File: config.mk
export PLATFORM = sky130hd
export DESIGN_NAME = uvsg_cordic_cell
export DESIGN_NICKNAME = d
export VERILOG_FILES = /design/src/rtl/uvsg_pkg.sv /design/src/rtl/uvsg_cordic_cell.sv
export SDC_FILE = /design/constraint.sdc
export NUM_CORES = 1
export LEC_CHECK = 0
export BUFFER_PORTS_ARGS = -buffer_cell sky130_fd_sc_hd__buf_2
export CAP_MARGIN = 15
export CELL_PAD_IN_SITES_DETAIL_PLACEMENT = 0
export CELL_PAD_IN_SITES_GLOBAL_PLACEMENT = 2
export CORE_ASPECT_RATIO = 0.9
export CORE_UTILIZATION = 33
export DETAILED_ROUTE_END_ITERATION = 16
export PLACE_DENSITY_LB_ADDON = 0.1
export SETUP_SLACK_MARGIN = 0.2
export SYNTH_ARGS = -nofsm -noshare
export SYNTH_HDL_FRONTEND = slang
export SYNTH_SLANG_ARGS = --single-unit
File: constraint.sdc
create_clock -name clock -period 7.7 [get_ports clock]
set_input_delay 0.385 -clock clock [delete_from_list [all_inputs] [get_ports clock]]
set_output_delay 0.385 -clock clock [all_outputs]
set_load 0.005 [all_outputs]
File: src/rtl/uvsg_pkg.sv
`default_nettype none

package uvsg_pkg;

   // fixed geometry of the datapath
   localparam int CORE_BITS      = 30;
   localparam int CORE_WIDTH     = 34;
   localparam int DIV_STEPS      = 33;
   localparam int MAX_RINGS      = 1024;
   localparam int MAX_SEGMENTS   = 1024;
   localparam int CORDIC_GAIN    = 652032874;
   localparam int CORDIC_STAGES_DEFAULT = 20;
   localparam int FRACTION_BITS_DEFAULT = 16;

   // configuration register indexes
   localparam logic [2:0] CSR_CENTER_X      = 3'd0;
   localparam logic [2:0] CSR_CENTER_Y      = 3'd1;
   localparam logic [2:0] CSR_CENTER_Z      = 3'd2;
   localparam logic [2:0] CSR_RADIUS        = 3'd3;
   localparam logic [2:0] CSR_RING_COUNT    = 3'd4;
   localparam logic [2:0] CSR_SEGMENT_COUNT = 3'd5;

   // item tag that travels beside the datapath
   typedef struct packed {
      logic        err;
      logic [20:0] vnum;
      logic        flip_t;
      logic        flip_p;
   } side_type;

   // arctangent of 2^-i in binary turns, 2^32 = one turn
   function automatic logic [31:0] atan_turn(input int idx);
      logic [31:0] v;
      case (idx)
         0: v = 32'h20000000;  1: v = 32'h12E4051E;  2: v = 32'h09FB385B;
         3: v = 32'h051111D4;  4: v = 32'h028B0D43;  5: v = 32'h0145D7E1;
         6: v = 32'h00A2F61E;  7: v = 32'h00517C55;  8: v = 32'h0028BE53;
         9: v = 32'h00145F2F; 10: v = 32'h000A2F98; 11: v = 32'h000517CC;
         12: v = 32'h00028BE6; 13: v = 32'h000145F3; 14: v = 32'h0000A2FA;
         15: v = 32'h0000517D; 16: v = 32'h000028BE; 17: v = 32'h0000145F;
         18: v = 32'h00000A30; 19: v = 32'h00000518; 20: v = 32'h0000028C;
         21: v = 32'h00000146; 22: v = 32'h000000A3; 23: v = 32'h00000051;
         24: v = 32'h00000029; 25: v = 32'h00000014; 26: v = 32'h0000000A;
         27: v = 32'h00000005; 28: v = 32'h00000003; 29: v = 32'h00000001;
         30: v = 32'h00000001;
         default: v = 32'h00000000;
      endcase
      return v;
   endfunction

endpackage

`default_nettype wire

File: src/rtl/uvsg_cordic_cell.sv
`default_nettype none

module uvsg_cordic_cell import uvsg_pkg::*; #(
   parameter int IDX = 0
) (
   input  wire logic                         clock,
   input  wire logic signed [CORE_WIDTH-1:0] x_in,
   input  wire logic signed [CORE_WIDTH-1:0] y_in,
   input  wire logic signed [CORE_WIDTH-1:0] z_in,
   output logic      signed [CORE_WIDTH-1:0] x_out,
   output logic      signed [CORE_WIDTH-1:0] y_out,
   output logic      signed [CORE_WIDTH-1:0] z_out
);

   localparam logic signed [CORE_WIDTH-1:0] ATAN =
      signed'(CORE_WIDTH'(atan_turn(IDX)));

   logic signed [CORE_WIDTH-1:0] dx;
   logic signed [CORE_WIDTH-1:0] dy;

   always_comb begin
      dx = x_in >>> IDX;
      dy = y_in >>> IDX;
   end

   // rotate toward zero residual angle
   always_ff @(posedge clock) begin
      if (!z_in[CORE_WIDTH-1]) begin
         x_out <= x_in - dy;
         y_out <= y_in + dx;
         z_out <= z_in - ATAN;
      end else begin
         x_out <= x_in + dy;
         y_out <= y_in - dx;
         z_out <= z_in + ATAN;
      end
   end

endmodule

`default_nettype wire

==> flow_metrics.tcl <==
set metrics [dict create \
    criticalPathCategory "in2reg" \
    initial_antenna_violation_count 0 \
    timing.slew.headroom_pct 39.5 \
    detail_route.wirelength_um 28800 \
    max_cap_violations 0 \
    max-vdd-ir-drop_uv 93.5 \
    ys.warnings.count 0 \
    cellPowerDensity_mw_per_mm2 190 \
    final_hold_viol_count 0 \
    drc_errors 0 \
    clock-root-buffer "sky130_fd_sc_hd__clkbuf_16" \
    synth-seq-area-share_pct 25.1 \
    io_pins 205 \
    layout_min_cycle_time_ns 3.45 \
    drt-vias-per-instance 5.33 \
    route.antenna.remaining_nets 0 \
    grt_use_met1_pct 33.9 \
    cp.required_ns 8.00 \
    global_route.usage.met2_pct 34.1 \
    cts-hold-fix-buffers 0 \
    critPathLaunchType "input pin" \
    drt_iter0_drc 537 \
    layout_commonest_cell "sky130_fd_sc_hd__buf_2" \
    post_synth_instance_area_mm2 0.00806 \
    achievable-frequency_ghz 0.290 \
    min_from "z_in[22]" \
    fillers 2534 \
    tritoncts "done" \
    numCtsBuffers 9 \
    avg_cell_area_syn_um2 7.84 \
    run_status "finished, final reports clean" \
    groute.usage.overall_pct 23.0 \
    syn-instance-count 1028 \
    finish.net_count 1412 \
    hold-path-endpoint "z_out[22]" \
    timing.hold.worst.class "in2reg" \
    drt-wirelength-per-cell_um 19.1 \
    synth-seq-cells 101 \
    globalRoute.busiestLayer "met2" \
    syn-num-nets 1238 \
    start_util_pct 34.0 \
    post_cts_sizing_count 0 \
    grt_overflow 0 \
    design.die.area_mm2 0.0251 \
    setup_viol_count_final 0 \
    core_area_mm2 0.0237 \
    synth-async-reset-ratio_pct 0 \
    timing.critical_path.fanout_max 8 \
    synth.distinct_cells 74 \
    die_height_um 150 \
    sum_of_negative_setup_slack_ns 0 \
    drive_gt1_share_pct 19.8 \
    multi_input_comb_area_mm2 0.00544 \
    antenna_cells_inserted 0 \
    min_path_cells 1 \
    post-route-period-util_pct 44.8 \
    rsz0062_at_grt "false" \
    power.static_leakage_uw 0.00455 \
    number_of_enable_flip_flop_cells_after_synthesis 0 \
    largest_net_degree_at_the_start_of_global_routing 81 \
    ff_latch_area_mm2 0.00202 \
    tightest_slew_ns 0.907 \
    crit_arrival_ns 3.74 \
    critPathCaptureType "flop" \
    layout.cells.most_common_list "204 x sky130_fd_sc_hd__buf_2, 129 x sky130_fd_sc_hd__a21oi_1, 103 x sky130_fd_sc_hd__inv_1, 103 x sky130_fd_sc_hd__ha_1, 101 x sky130_fd_sc_hd__dfxtp_1" \
    post_cts.repair.setup_buffers 0 \
    buffer_ports.inserted 204 \
    place_hpwl_um 22900 \
    grt_first_pass_wirelength_um 44200 \
    number_of_global_route_vias_before_repair 7690 \
    gr-usage-met3_pct 3.52 \
    dr.pass1.iters 5 \
    final-instance-count-excl-fill 1509 \
    flow.area_growth_from_synthesis_pct 19.2 \
    die-width_um 167 \
    clockBufferDepth 2 \
    detailroute.via_count 8041 \
    clk_pin_slew_worst_paths_ns 0.09 \
    yosys_most_used_dff "sky130_fd_sc_hd__dfxtp_1" \
    gp_congestion 0.892 \
    cts_max_level 3 \
    fp-row-count 53 \
    final_max_slew_viol_count 0 \
    numClockSinks 101 \
    placedCellCount 1493 \
]
==> cells by family after synthesis <==
| family | Yosys count | synth area share [%] |
|---|---|---|
| compound gates | 353 | 27.9 |
| xor+xnor | 65 | 7.06 |
| fa+ha+maj | 107 | 17.0 |
| buf+inv | 155 | 7.44 |
| flops | 101 | 25.1 |
| mux | 18 | 2.25 |
| simple gates | 229 | 13.3 |
==> worst max path at each step <==
stage / start / to / slack (ns) / cells after the start
6_report: x_in[2] / x_out[25] / 4.25 / 12
5_1_grt: x_in[4] / y_out[32] / 4.05 / 12
3_5_place_dp: x_in[4] / x_out[25] / 3.90 / 12
2_1_floorplan: x_in[6] / y_out[32] / 4.91 / 12
3_3_place_gp: x_in[13] / y_out[32] / 3.84 / 12
4_1_cts: x_in[4] / x_out[25] / 4.26 / 12
==> Yosys cell counts, types with 9 or more instances <==
| library cell | n | area share, % |
|---|---|---|
| sky130_fd_sc_hd__a211oi_1 | 9 | 0.84 |
| sky130_fd_sc_hd__a21o_1 | 22 | 2.0 |
| sky130_fd_sc_hd__a21oi_1 | 129 | 8.0 |
| sky130_fd_sc_hd__a221oi_1 | 9 | 0.98 |
| sky130_fd_sc_hd__clkbuf_1 | 31 | 1.4 |
| sky130_fd_sc_hd__dfxtp_1 | 101 | 25 |
| sky130_fd_sc_hd__ha_1 | 103 | 16 |
| sky130_fd_sc_hd__inv_1 | 104 | 4.8 |
| sky130_fd_sc_hd__mux2i_1 | 17 | 2.1 |
| sky130_fd_sc_hd__nand2_1 | 45 | 2.1 |
| sky130_fd_sc_hd__nand2b_1 | 9 | 0.70 |
| sky130_fd_sc_hd__nand3_1 | 14 | 0.87 |
| sky130_fd_sc_hd__nand4_1 | 12 | 0.93 |
| sky130_fd_sc_hd__nor2_1 | 87 | 4.1 |
| sky130_fd_sc_hd__nor3_1 | 22 | 1.4 |
| sky130_fd_sc_hd__o21a_1 | 13 | 1.2 |
| sky130_fd_sc_hd__o21ai_0 | 74 | 4.6 |
| sky130_fd_sc_hd__o21bai_1 | 25 | 2.3 |
| sky130_fd_sc_hd__o31ai_1 | 12 | 1.1 |
| sky130_fd_sc_hd__xnor2_1 | 58 | 6.3 |
==> layer usage <==
metal,vias to the layer above,routed length [µm],share of wire (%)
met2,288,12000,42
li1,3953,-,-
met1,3769,14600,51
met4,0,558,1.9
met5,-,0,0
met3,31,1690,5.9
==> final cells by class <==
type,instances,share of cell area [%]
clock inverters,7,0.950
inverters,112,4.37
well taps,302,3.93
flip-flops and latches,101,21.0
multi-input cells,772,56.6
clock buffers,9,2.34
repair buffers,206,10.8
==> worst max-delay path, cell delays in order <==
cell	delay (ns)
sky130_fd_sc_hd__buf_2	0.10
sky130_fd_sc_hd__inv_1	0.04
sky130_fd_sc_hd__ha_1	0.39
sky130_fd_sc_hd__clkinv_1	0.30
sky130_fd_sc_hd__a2111oi_1	0.53
sky130_fd_sc_hd__nor4b_1	0.17
sky130_fd_sc_hd__o21ai_0	0.60
sky130_fd_sc_hd__a21oi_1	0.24
sky130_fd_sc_hd__o21ai_1	0.41
sky130_fd_sc_hd__a211oi_1	0.18
sky130_fd_sc_hd__a21oi_1	0.24
sky130_fd_sc_hd__xor2_1	0.16
==> stage by stage <==
| step | instance area (µm²) | hold slack, ns | utilization, % | worst slack [ns] | total power, µW |
|---|---|---|---|---|---|
| after detailed placement | 9300 | 0.489 | 39.3 | 3.90 | 1330 |
| after floorplan | 8060 | 0.413 | - | 4.91 | 1060 |
| after global placement | 9300 | 0.487 | 39.3 | 3.84 | 1340 |
| after global routing | 9610 | 0.0911 | 40.6 | 4.05 | 1930 |
| after CTS | 9610 | 0.0927 | 40.6 | 4.26 | 1840 |
| final | 9610 | 0.106 | 40.6 | 4.25 | 1830 |
==> where the power goes <==
group / internal (µW) / leakage [µW] / switching [µW]
clock network: 234 / 0.000152 / 262
logic: 273 / 0.00355 / 412
registers: 618 / 0.000852 / 25.7
total: 1130 / 0.00455 / 700
==> flip-flops by register name, indices dropped and copies added (netlist names) <==
name   cells
x_out     34
z_out     34
y_out     33
(Power assumes the default switching activity.)
