--- config.mk ---
export PLATFORM = sky130hd
export DESIGN_NAME = uvsg_div_cell
export DESIGN_NICKNAME = d
export VERILOG_FILES = /design/src/rtl/uvsg_pkg.sv /design/src/rtl/uvsg_div_cell.sv
export SDC_FILE = /design/constraint.sdc
export NUM_CORES = 1
export LEC_CHECK = 0
export BUFFER_PORTS_ARGS = -buffer_cell sky130_fd_sc_hd__buf_2
export CAP_MARGIN = 20
export CORE_ASPECT_RATIO = 2
export CORE_MARGIN = 3
export CORE_UTILIZATION = 45
export DETAILED_ROUTE_END_ITERATION = 8
export GPL_ROUTABILITY_DRIVEN = 0
export PLACE_DENSITY = 0.93
export SLEW_MARGIN = 10
export SYNTH_ARGS = -nofsm -noshare
export SYNTH_HDL_FRONTEND = slang
export SYNTH_SLANG_ARGS = --single-unit
--- constraint.sdc ---
create_clock -name clock -period 6.04 [get_ports clock]
set_input_delay 0.906 -clock clock [delete_from_list [all_inputs] [get_ports clock]]
set_output_delay 0.906 -clock clock [all_outputs]
set_load 0.1 [all_outputs]
--- src/rtl/uvsg_pkg.sv ---
`default_nettype none

package uvsg_pkg;

   // fixed geometry of the datapath
   localparam int CORE_BITS      = 30;
   localparam int CORE_WIDTH     = 34;
   localparam int DIV_STEPS      = 33;
   localparam int MAX_RINGS      = 1024;
   localparam int MAX_SEGMENTS   = 1024;
   localparam int CORDIC_GAIN    = 652032874;
   localparam int CORDIC_STAGES_DEFAULT = 20;
   localparam int FRACTION_BITS_DEFAULT = 16;

   // configuration register indexes
   localparam logic [2:0] CSR_CENTER_X      = 3'd0;
   localparam logic [2:0] CSR_CENTER_Y      = 3'd1;
   localparam logic [2:0] CSR_CENTER_Z      = 3'd2;
   localparam logic [2:0] CSR_RADIUS        = 3'd3;
   localparam logic [2:0] CSR_RING_COUNT    = 3'd4;
   localparam logic [2:0] CSR_SEGMENT_COUNT = 3'd5;

   // item tag that travels beside the datapath
   typedef struct packed {
      logic        err;
      logic [20:0] vnum;
      logic        flip_t;
      logic        flip_p;
   } side_type;

   // arctangent of 2^-i in binary turns, 2^32 = one turn
   function automatic logic [31:0] atan_turn(input int idx);
      logic [31:0] v;
      case (idx)
         0: v = 32'h20000000;  1: v = 32'h12E4051E;  2: v = 32'h09FB385B;
         3: v = 32'h051111D4;  4: v = 32'h028B0D43;  5: v = 32'h0145D7E1;
         6: v = 32'h00A2F61E;  7: v = 32'h00517C55;  8: v = 32'h0028BE53;
         9: v = 32'h00145F2F; 10: v = 32'h000A2F98; 11: v = 32'h000517CC;
         12: v = 32'h00028BE6; 13: v = 32'h000145F3; 14: v = 32'h0000A2FA;
         15: v = 32'h0000517D; 16: v = 32'h000028BE; 17: v = 32'h0000145F;
         18: v = 32'h00000A30; 19: v = 32'h00000518; 20: v = 32'h0000028C;
         21: v = 32'h00000146; 22: v = 32'h000000A3; 23: v = 32'h00000051;
         24: v = 32'h00000029; 25: v = 32'h00000014; 26: v = 32'h0000000A;
         27: v = 32'h00000005; 28: v = 32'h00000003; 29: v = 32'h00000001;
         30: v = 32'h00000001;
         default: v = 32'h00000000;
      endcase
      return v;
   endfunction

endpackage

`default_nettype wire

--- src/rtl/uvsg_div_cell.sv ---
`default_nettype none

module uvsg_div_cell import uvsg_pkg::*; #(
   parameter bit FIRST = 1'b0
) (
   input  wire logic        clock,
   input  wire logic [10:0] divisor,
   input  wire logic [10:0] rem_in,
   input  wire logic [32:0] quo_in,
   output logic      [10:0] rem_out,
   output logic      [32:0] quo_out
);

   logic [11:0] trial;
   logic        take;

   // one restoring step: shift in a zero (the first cell does not shift), subtract when it fits
   always_comb begin
      trial = FIRST ? {1'b0, rem_in} : {rem_in, 1'b0};
      take  = trial >= {1'b0, divisor};
   end

   always_ff @(posedge clock) begin
      rem_out <= take ? 11'(trial - {1'b0, divisor}) : trial[10:0];
      quo_out <= {quo_in[31:0], take};
   end

endmodule

`default_nettype wire

==> results of run 1 <==
==> cell families (layout without fill, tap and decap cells) <==
group           after synthesis  in the layout
flops                        44             44
simple gates                 33             33
compound gates               28             28
buf+inv                      16            120
fa+ha+maj                    12             12
mux                           6              6
xor+xnor                      4              4
==> state kept, by name, summed over array words and instances, names as in the netlist <==
| name | count |
|---|---|
| quo_out | 33 |
| rem_out | 11 |
==> power by group through the flow <==
stage / clock (mW) / combinational (mW) / sequential, mW
after global placement: 0 / 0.309 / 0.327
after CTS: 0.221 / 0.317 / 0.322
after detailed placement: 0 / 0.316 / 0.329
final: 0.217 / 0.318 / 0.322
after floorplan: 0 / 0.0683 / 0.518
after global routing: 0.236 / 0.329 / 0.324
==> placed cells by master, fill, tap and decap left out, types with 3 or more instances in the layout <==
| cell type | n |
|---|---|
| clkbuf_8 | 5 |
| buf_2 | 98 |
| a21oi_1 | 7 |
| nand2_1 | 6 |
| nor2b_1 | 3 |
| nor3_1 | 4 |
| ha_1 | 11 |
| nand3_1 | 4 |
| o21a_1 | 3 |
| inv_1 | 13 |
| dfxtp_1 | 44 |
| nor2_1 | 9 |
| xnor2_1 | 3 |
| mux2_4 | 5 |
==> stage by stage <==
step	power [mW]	hold WS [ns]
floorplan	0.587	0.934
global placement	0.636	1.01
detailed placement	0.644	1.01
CTS	0.861	0.702
global route	0.890	0.691
finish	0.857	0.711
==> layout make-up <==
cell class / instances / area [um2] / share of cell area [%]
sequential: 44 / 881 / 38.9
multi-input combinational: 83 / 671 / 29.6
timing repair buffer: 98 / 490 / 21.7
clock buffer: 6 / 72.6 / 3.20
tap: 48 / 60.1 / 2.65
inverter: 14 / 55.1 / 2.43
clock inverter: 2 / 35.0 / 1.55
==> synth_stat cells (3+ instances only) <==
library cell / number
a21oi_1: 7
dfxtp_1: 44
ha_1: 11
inv_1: 13
mux2_4: 5
nand2_1: 6
nand3_1: 4
nor2_1: 9
nor2b_1: 3
nor3_1: 4
o21a_1: 3
xnor2_1: 3
==> path summary, 6_finish.rpt <==
| path | start | end | slack (ns) | depth (start not counted) |
|---|---|---|---|---|
| min | quo_in[8] | quo_out[9]$_DFF_P_ | 0.71 | 1 |
| max | divisor[0] | rem_out[5]$_DFF_P_ | 3.39 | 9 |
==> routing by layer <==
metal	vias up	wire, um	GRT usage (%)
li1	700	-	-
met1	644	1530	19.2
met2	87	2430	39.2
met3	16	322	5.45
met4	0	183	13.3
met5	-	0	0
==> results by group, run 1 <==
Status
  – Outcome: completed

Route
  – Vias/cell: 4.91
  – Initial DRC count: 19
  – Routed WL per cell: 15.1 um
  – Final WL: 4470 um
  – Post-route ant nets: 0
  – DR vias: 1447
  – Pre-Repair DR Iteration Count: 4
  – DRC: 0

Clock network
  – CTS resizes: 0
  – Setup bufs post-CTS: 0
  – Clock sink count: 44
  – Root Driver: clkbuf_8
  – CTS Hold Bufs: 0
  – Num CTS Buffers: 5
  – CTS max path bufs: 2
  – Clk pin slew, worst setup/hold paths: 0.08 ns
  – H-tree depth: 2
  – TritonCTS clock tree: done

Setup path
  – Worst EP arrival: 2.83 ns
  – Crit-path max cell delay: 0.49 ns
  – Req. time, crit path: 6.22 ns
  – CP max FO: 8
  – Critical path, cell by cell: buf_2, inv_1, fa_1, o211ai_1, nand2_1, a211o_1, nor2_8, inv_4, mux2_4
  – Critical path class: input pin to register
  – CP max stage cell: fa_1
  – WP buf/inv: 3
  – Top delay family on crit path: compound AO/OA/AOI/OAI gates
  – Crit path capture type: register
  – Critical path startpoint category: input pin

Yosys
  – Ranking of synthesized cells by area: dfxtp_1, ha_1, mux2_4
  – Syn Std Cell Area: 0.00162 mm2
  – Post-Synth Simple-Gate Area: 11.2%
  – Post-synth EDFFs: 0
  – Cells after Synth: 143
  – Syn. warnings: 0
  – Post-synthesis mux area share: 5.32%
  – XOR/XNOR Fraction of Synth Area: 2.16%
  – Adder-cell share of the synthesized area: 9.71%
  – Seq/Total Area, Yosys: 54.3%
  – Yosys cell types: 41
  – Async S/R FF share, synth: 0%
  – Synth area leader: dfxtp_1
  – Main combinational cell family by area after synthesis: compound AO/OA/AOI/OAI gates
  – Yosys top cell area share: 54.3%
  – Synth Area per Inst: 11.3 um2
  – Synth Register Bits: 44
  – Net Count, Synth: 211
  – Synth Area in Compound Gates: 13.0%
  – Predominant post-synthesis flop cell: dfxtp_1

Placed design
  – HPWL after detailed placement: 3450 um
  – # port buffers: 98
  – Placed Area: 0.00216 mm2
  – Dpl ws: 3.13 ns
  – Post-placement cell count: 287

STA
  – Slew Limit Fails: 0
  – RSZ-0062 raised after global routing: no
  – Setup TNS: 0 ns
  – Final hold vios: 0
  – Max Freq: 0.377 GHz
  – Setup violations, final: 0
  – Final WS setup: 3.39 ns
  – Tightest Pin Transition: 0.501 ns
  – Fin crit period: 2.65 ns
  – Slew headroom: 66.8%
  – Period utilisation layout: 43.9%

Global routing
  – Vias in the first global route: 1466
  – First-pass GRT wire length: 6970 um
  – Largest net degree at the start of global routing: 14
  – Total gr overflow: 0
  – GRT Total Usage: 20.9%
  – Initial antenna violation count: 0

Layout
  – Final #Nets: 314
  – Finished Layout Cells: 295
  – Layout cells sized above 1: 47.0%
  – Synth-to-Final Area Change: 39.6%
  – Final Instance Area: 0.00226 mm2
  – Filler Cell Count: 244
  – Util after Layout: 66.3%
  – Antenna Cells: 0

Floorplan
  – Horiz. Die Dim: 48.5 um
  – Total die area: 0.00441 mm2
  – Core Footprint: 0.00342 mm2
  – Die Height: 90.9 um
  – IO Count: 100
  – Initial core utilization: 47.5%
  – Num rows: 30

Power and ir drop
  – Net Sw Frac: 41.0%
  – Clock network power share: 25.4%
  – Pwr/cell area: 378 mW/mm2
  – Internal: 0.506 mW
  – Comb power frac: 37.1%
  – Total net switching power: 0.351 mW
  – Worst VDD drop: 208 uV
  – Leakage: 1.16 nW
  – Flop pwr share: 37.6%

Min path
  – HP Class: input pin to register

Run
  – Max cap viols: 0
Power figures use the tool's default switching activity.
==> inputs of run 2 (changes only) <==
--- a/config.mk
+++ b/config.mk
@@ -9,10 +9,10 @@
 export CAP_MARGIN = 20
 export CORE_ASPECT_RATIO = 2
 export CORE_MARGIN = 3
-export CORE_UTILIZATION = 45
+export CORE_UTILIZATION = 38
 export DETAILED_ROUTE_END_ITERATION = 8
 export GPL_ROUTABILITY_DRIVEN = 0
-export PLACE_DENSITY = 0.93
+export PLACE_DENSITY = 0.85
 export SLEW_MARGIN = 10
 export SYNTH_ARGS = -nofsm -noshare
 export SYNTH_HDL_FRONTEND = slang
==> constraint.sdc (replaced) <==
create_clock -name clock -period 2.2 [get_ports clock]
set_input_delay 0.33 -clock clock [delete_from_list [all_inputs] [get_ports clock]]
set_output_delay 0.33 -clock clock [all_outputs]
set_load 0.1 [all_outputs]
==> results by group, run 2 (synthesized netlist as in run 1, its figures left out) <==
Route
  – Pre-Repair DR Iteration Count: 4
  – Post-route ant nets: 0
  – DR vias: 1478
  – DRC: 0
  – Routed WL per cell: 13.4 um
  – Final WL: 4160 um
  – Vias/cell: 4.77
  – Initial DRC count: 4

Min path
  – HP Class: input pin to register
  – Hold_sp: quo_in[11]

Floorplan
  – Initial core utilization: 39.7%
  – Core Footprint: 0.00409 mm2
  – Die Height: 98.4 um
  – Horiz. Die Dim: 52.2 um
  – Num rows: 33
  – Total die area: 0.00514 mm2
  – IO Count: 100

STA
  – RSZ-0062 raised after global routing: no
  – Final hold vios: 0
  – Max Freq: 0.500 GHz
  – Fin crit period: 2.00 ns
  – Tightest Pin Transition: 0.502 ns
  – Final WS setup: 0.200 ns
  – Period utilisation layout: 90.9%
  – Slew headroom: 66.7%
  – Slew Limit Fails: 0
  – Hold WS: 0.138 ns
  – Setup violations, final: 0
  – Setup TNS: 0 ns

Layout
  – Synth-to-Final Area Change: 45.8%
  – Most common cell after layout, fill and taps aside: buf_2
  – Layout cells sized above 1: 49.6%
  – Final #Nets: 325
  – Largest register by flop count: quo_out
  – Antenna Cells: 0
  – Max reg flops: 33
  – Most frequent cells in the layout: buf_2, dfxtp_1, inv_1, ha_1, buf_4
  – Filler Cell Count: 361
  – Largest registers: quo_out: 33 flops, rem_out: 11 flops

Clock network
  – TritonCTS clock tree: done
  – CTS Hold Bufs: 0
  – Root Driver: clkbuf_8
  – CTS resizes: 0
  – Num CTS Buffers: 5
  – Clock sink count: 44
  – H-tree depth: 2
  – CTS max path bufs: 2
  – Setup bufs post-CTS: 0
  – Clk pin slew, worst setup/hold paths: 0.08 ns

Setup path
  – Crit path capture type: register
  – Critical path class: input pin to register
  – CP max stage cell: or4_1
  – Worst EP arrival: 2.18 ns
  – CP max FO: 4
  – Crit-path max cell delay: 0.48 ns
  – Top delay family on crit path: compound AO/OA/AOI/OAI gates
  – Critical path, cell by cell: buf_2, inv_1, ha_1, nor2b_1, o2111ai_1, a311oi_1, or4_1, a31o_1
  – WP buf/inv: 2
  – Critical path startpoint category: input pin
  – Critical path startpoint: divisor[1]
  – Req. time, crit path: 2.38 ns

Global routing
  – Total gr overflow: 0
  – First-pass GRT wire length: 6220 um
  – Vias in the first global route: 1519
  – GRT Total Usage: 16.1%
  – Largest net degree at the start of global routing: 15
  – Initial antenna violation count: 0

Run
  – Max cap viols: 0

Placed design
  – HPWL after detailed placement: 3460 um
  – # port buffers: 98
  – Dpl ws: -0.0782 ns

Power and ir drop
  – Worst VDD drop: 695 uV
  – Leakage: 1.22 nW
  – Pwr/cell area: 1020 mW/mm2

Status
  – Outcome: completed
[run 2: layout make-up]
type | instances | area, um2 | share of cell area [%]
clock buffers | 6 | 82.6 | 3.49
clock inverters | 2 | 38.8 | 1.64
inverters | 14 | 55.1 | 2.33
multi-input cells | 83 | 671 | 28.3
flip-flops and latches | 44 | 881 | 37.2
well taps | 52 | 65.1 | 2.75
repair buffers | 109 | 573 | 24.2
[run 2: power breakdown]
part	leakage [nW]	switching (mW)	internal, mW
Sequential	0.371	0.0155	0.867
Combinational	0.788	0.684	0.205
Clock	0.0614	0.259	0.371
Total	1.22	0.959	1.44
[run 2: metrics by stage]
step           power [mW]  instance area (um2)  utilization [%]  cells
6_report             2.40                 2370             57.9    310
5_1_grt              2.50                 2370             57.9    310
4_1_cts              2.42                 2370             57.9    310
3_5_place_dp         1.79                 2240             54.9    302
3_3_place_gp         1.78                 2240             54.9    302
2_1_floorplan        1.61                 1620                -    143
[run 2: worst paths after layout]
path                   to  cells past startpoint
max    rem_out[9]$_DFF_P_                      8
min   quo_out[12]$_DFF_P_                      1
[run 2: layer usage]
| metal | global-route usage (%) | wire length (um) | vias to the layer above |
|---|---|---|---|
| met5 | 0 | 0 | - |
| met4 | 11.2 | 150 | 0 |
| met3 | 2.27 | 241 | 12 |
| met2 | 31.8 | 2470 | 63 |
| met1 | 13.1 | 1300 | 683 |
| li1 | - | - | 720 |
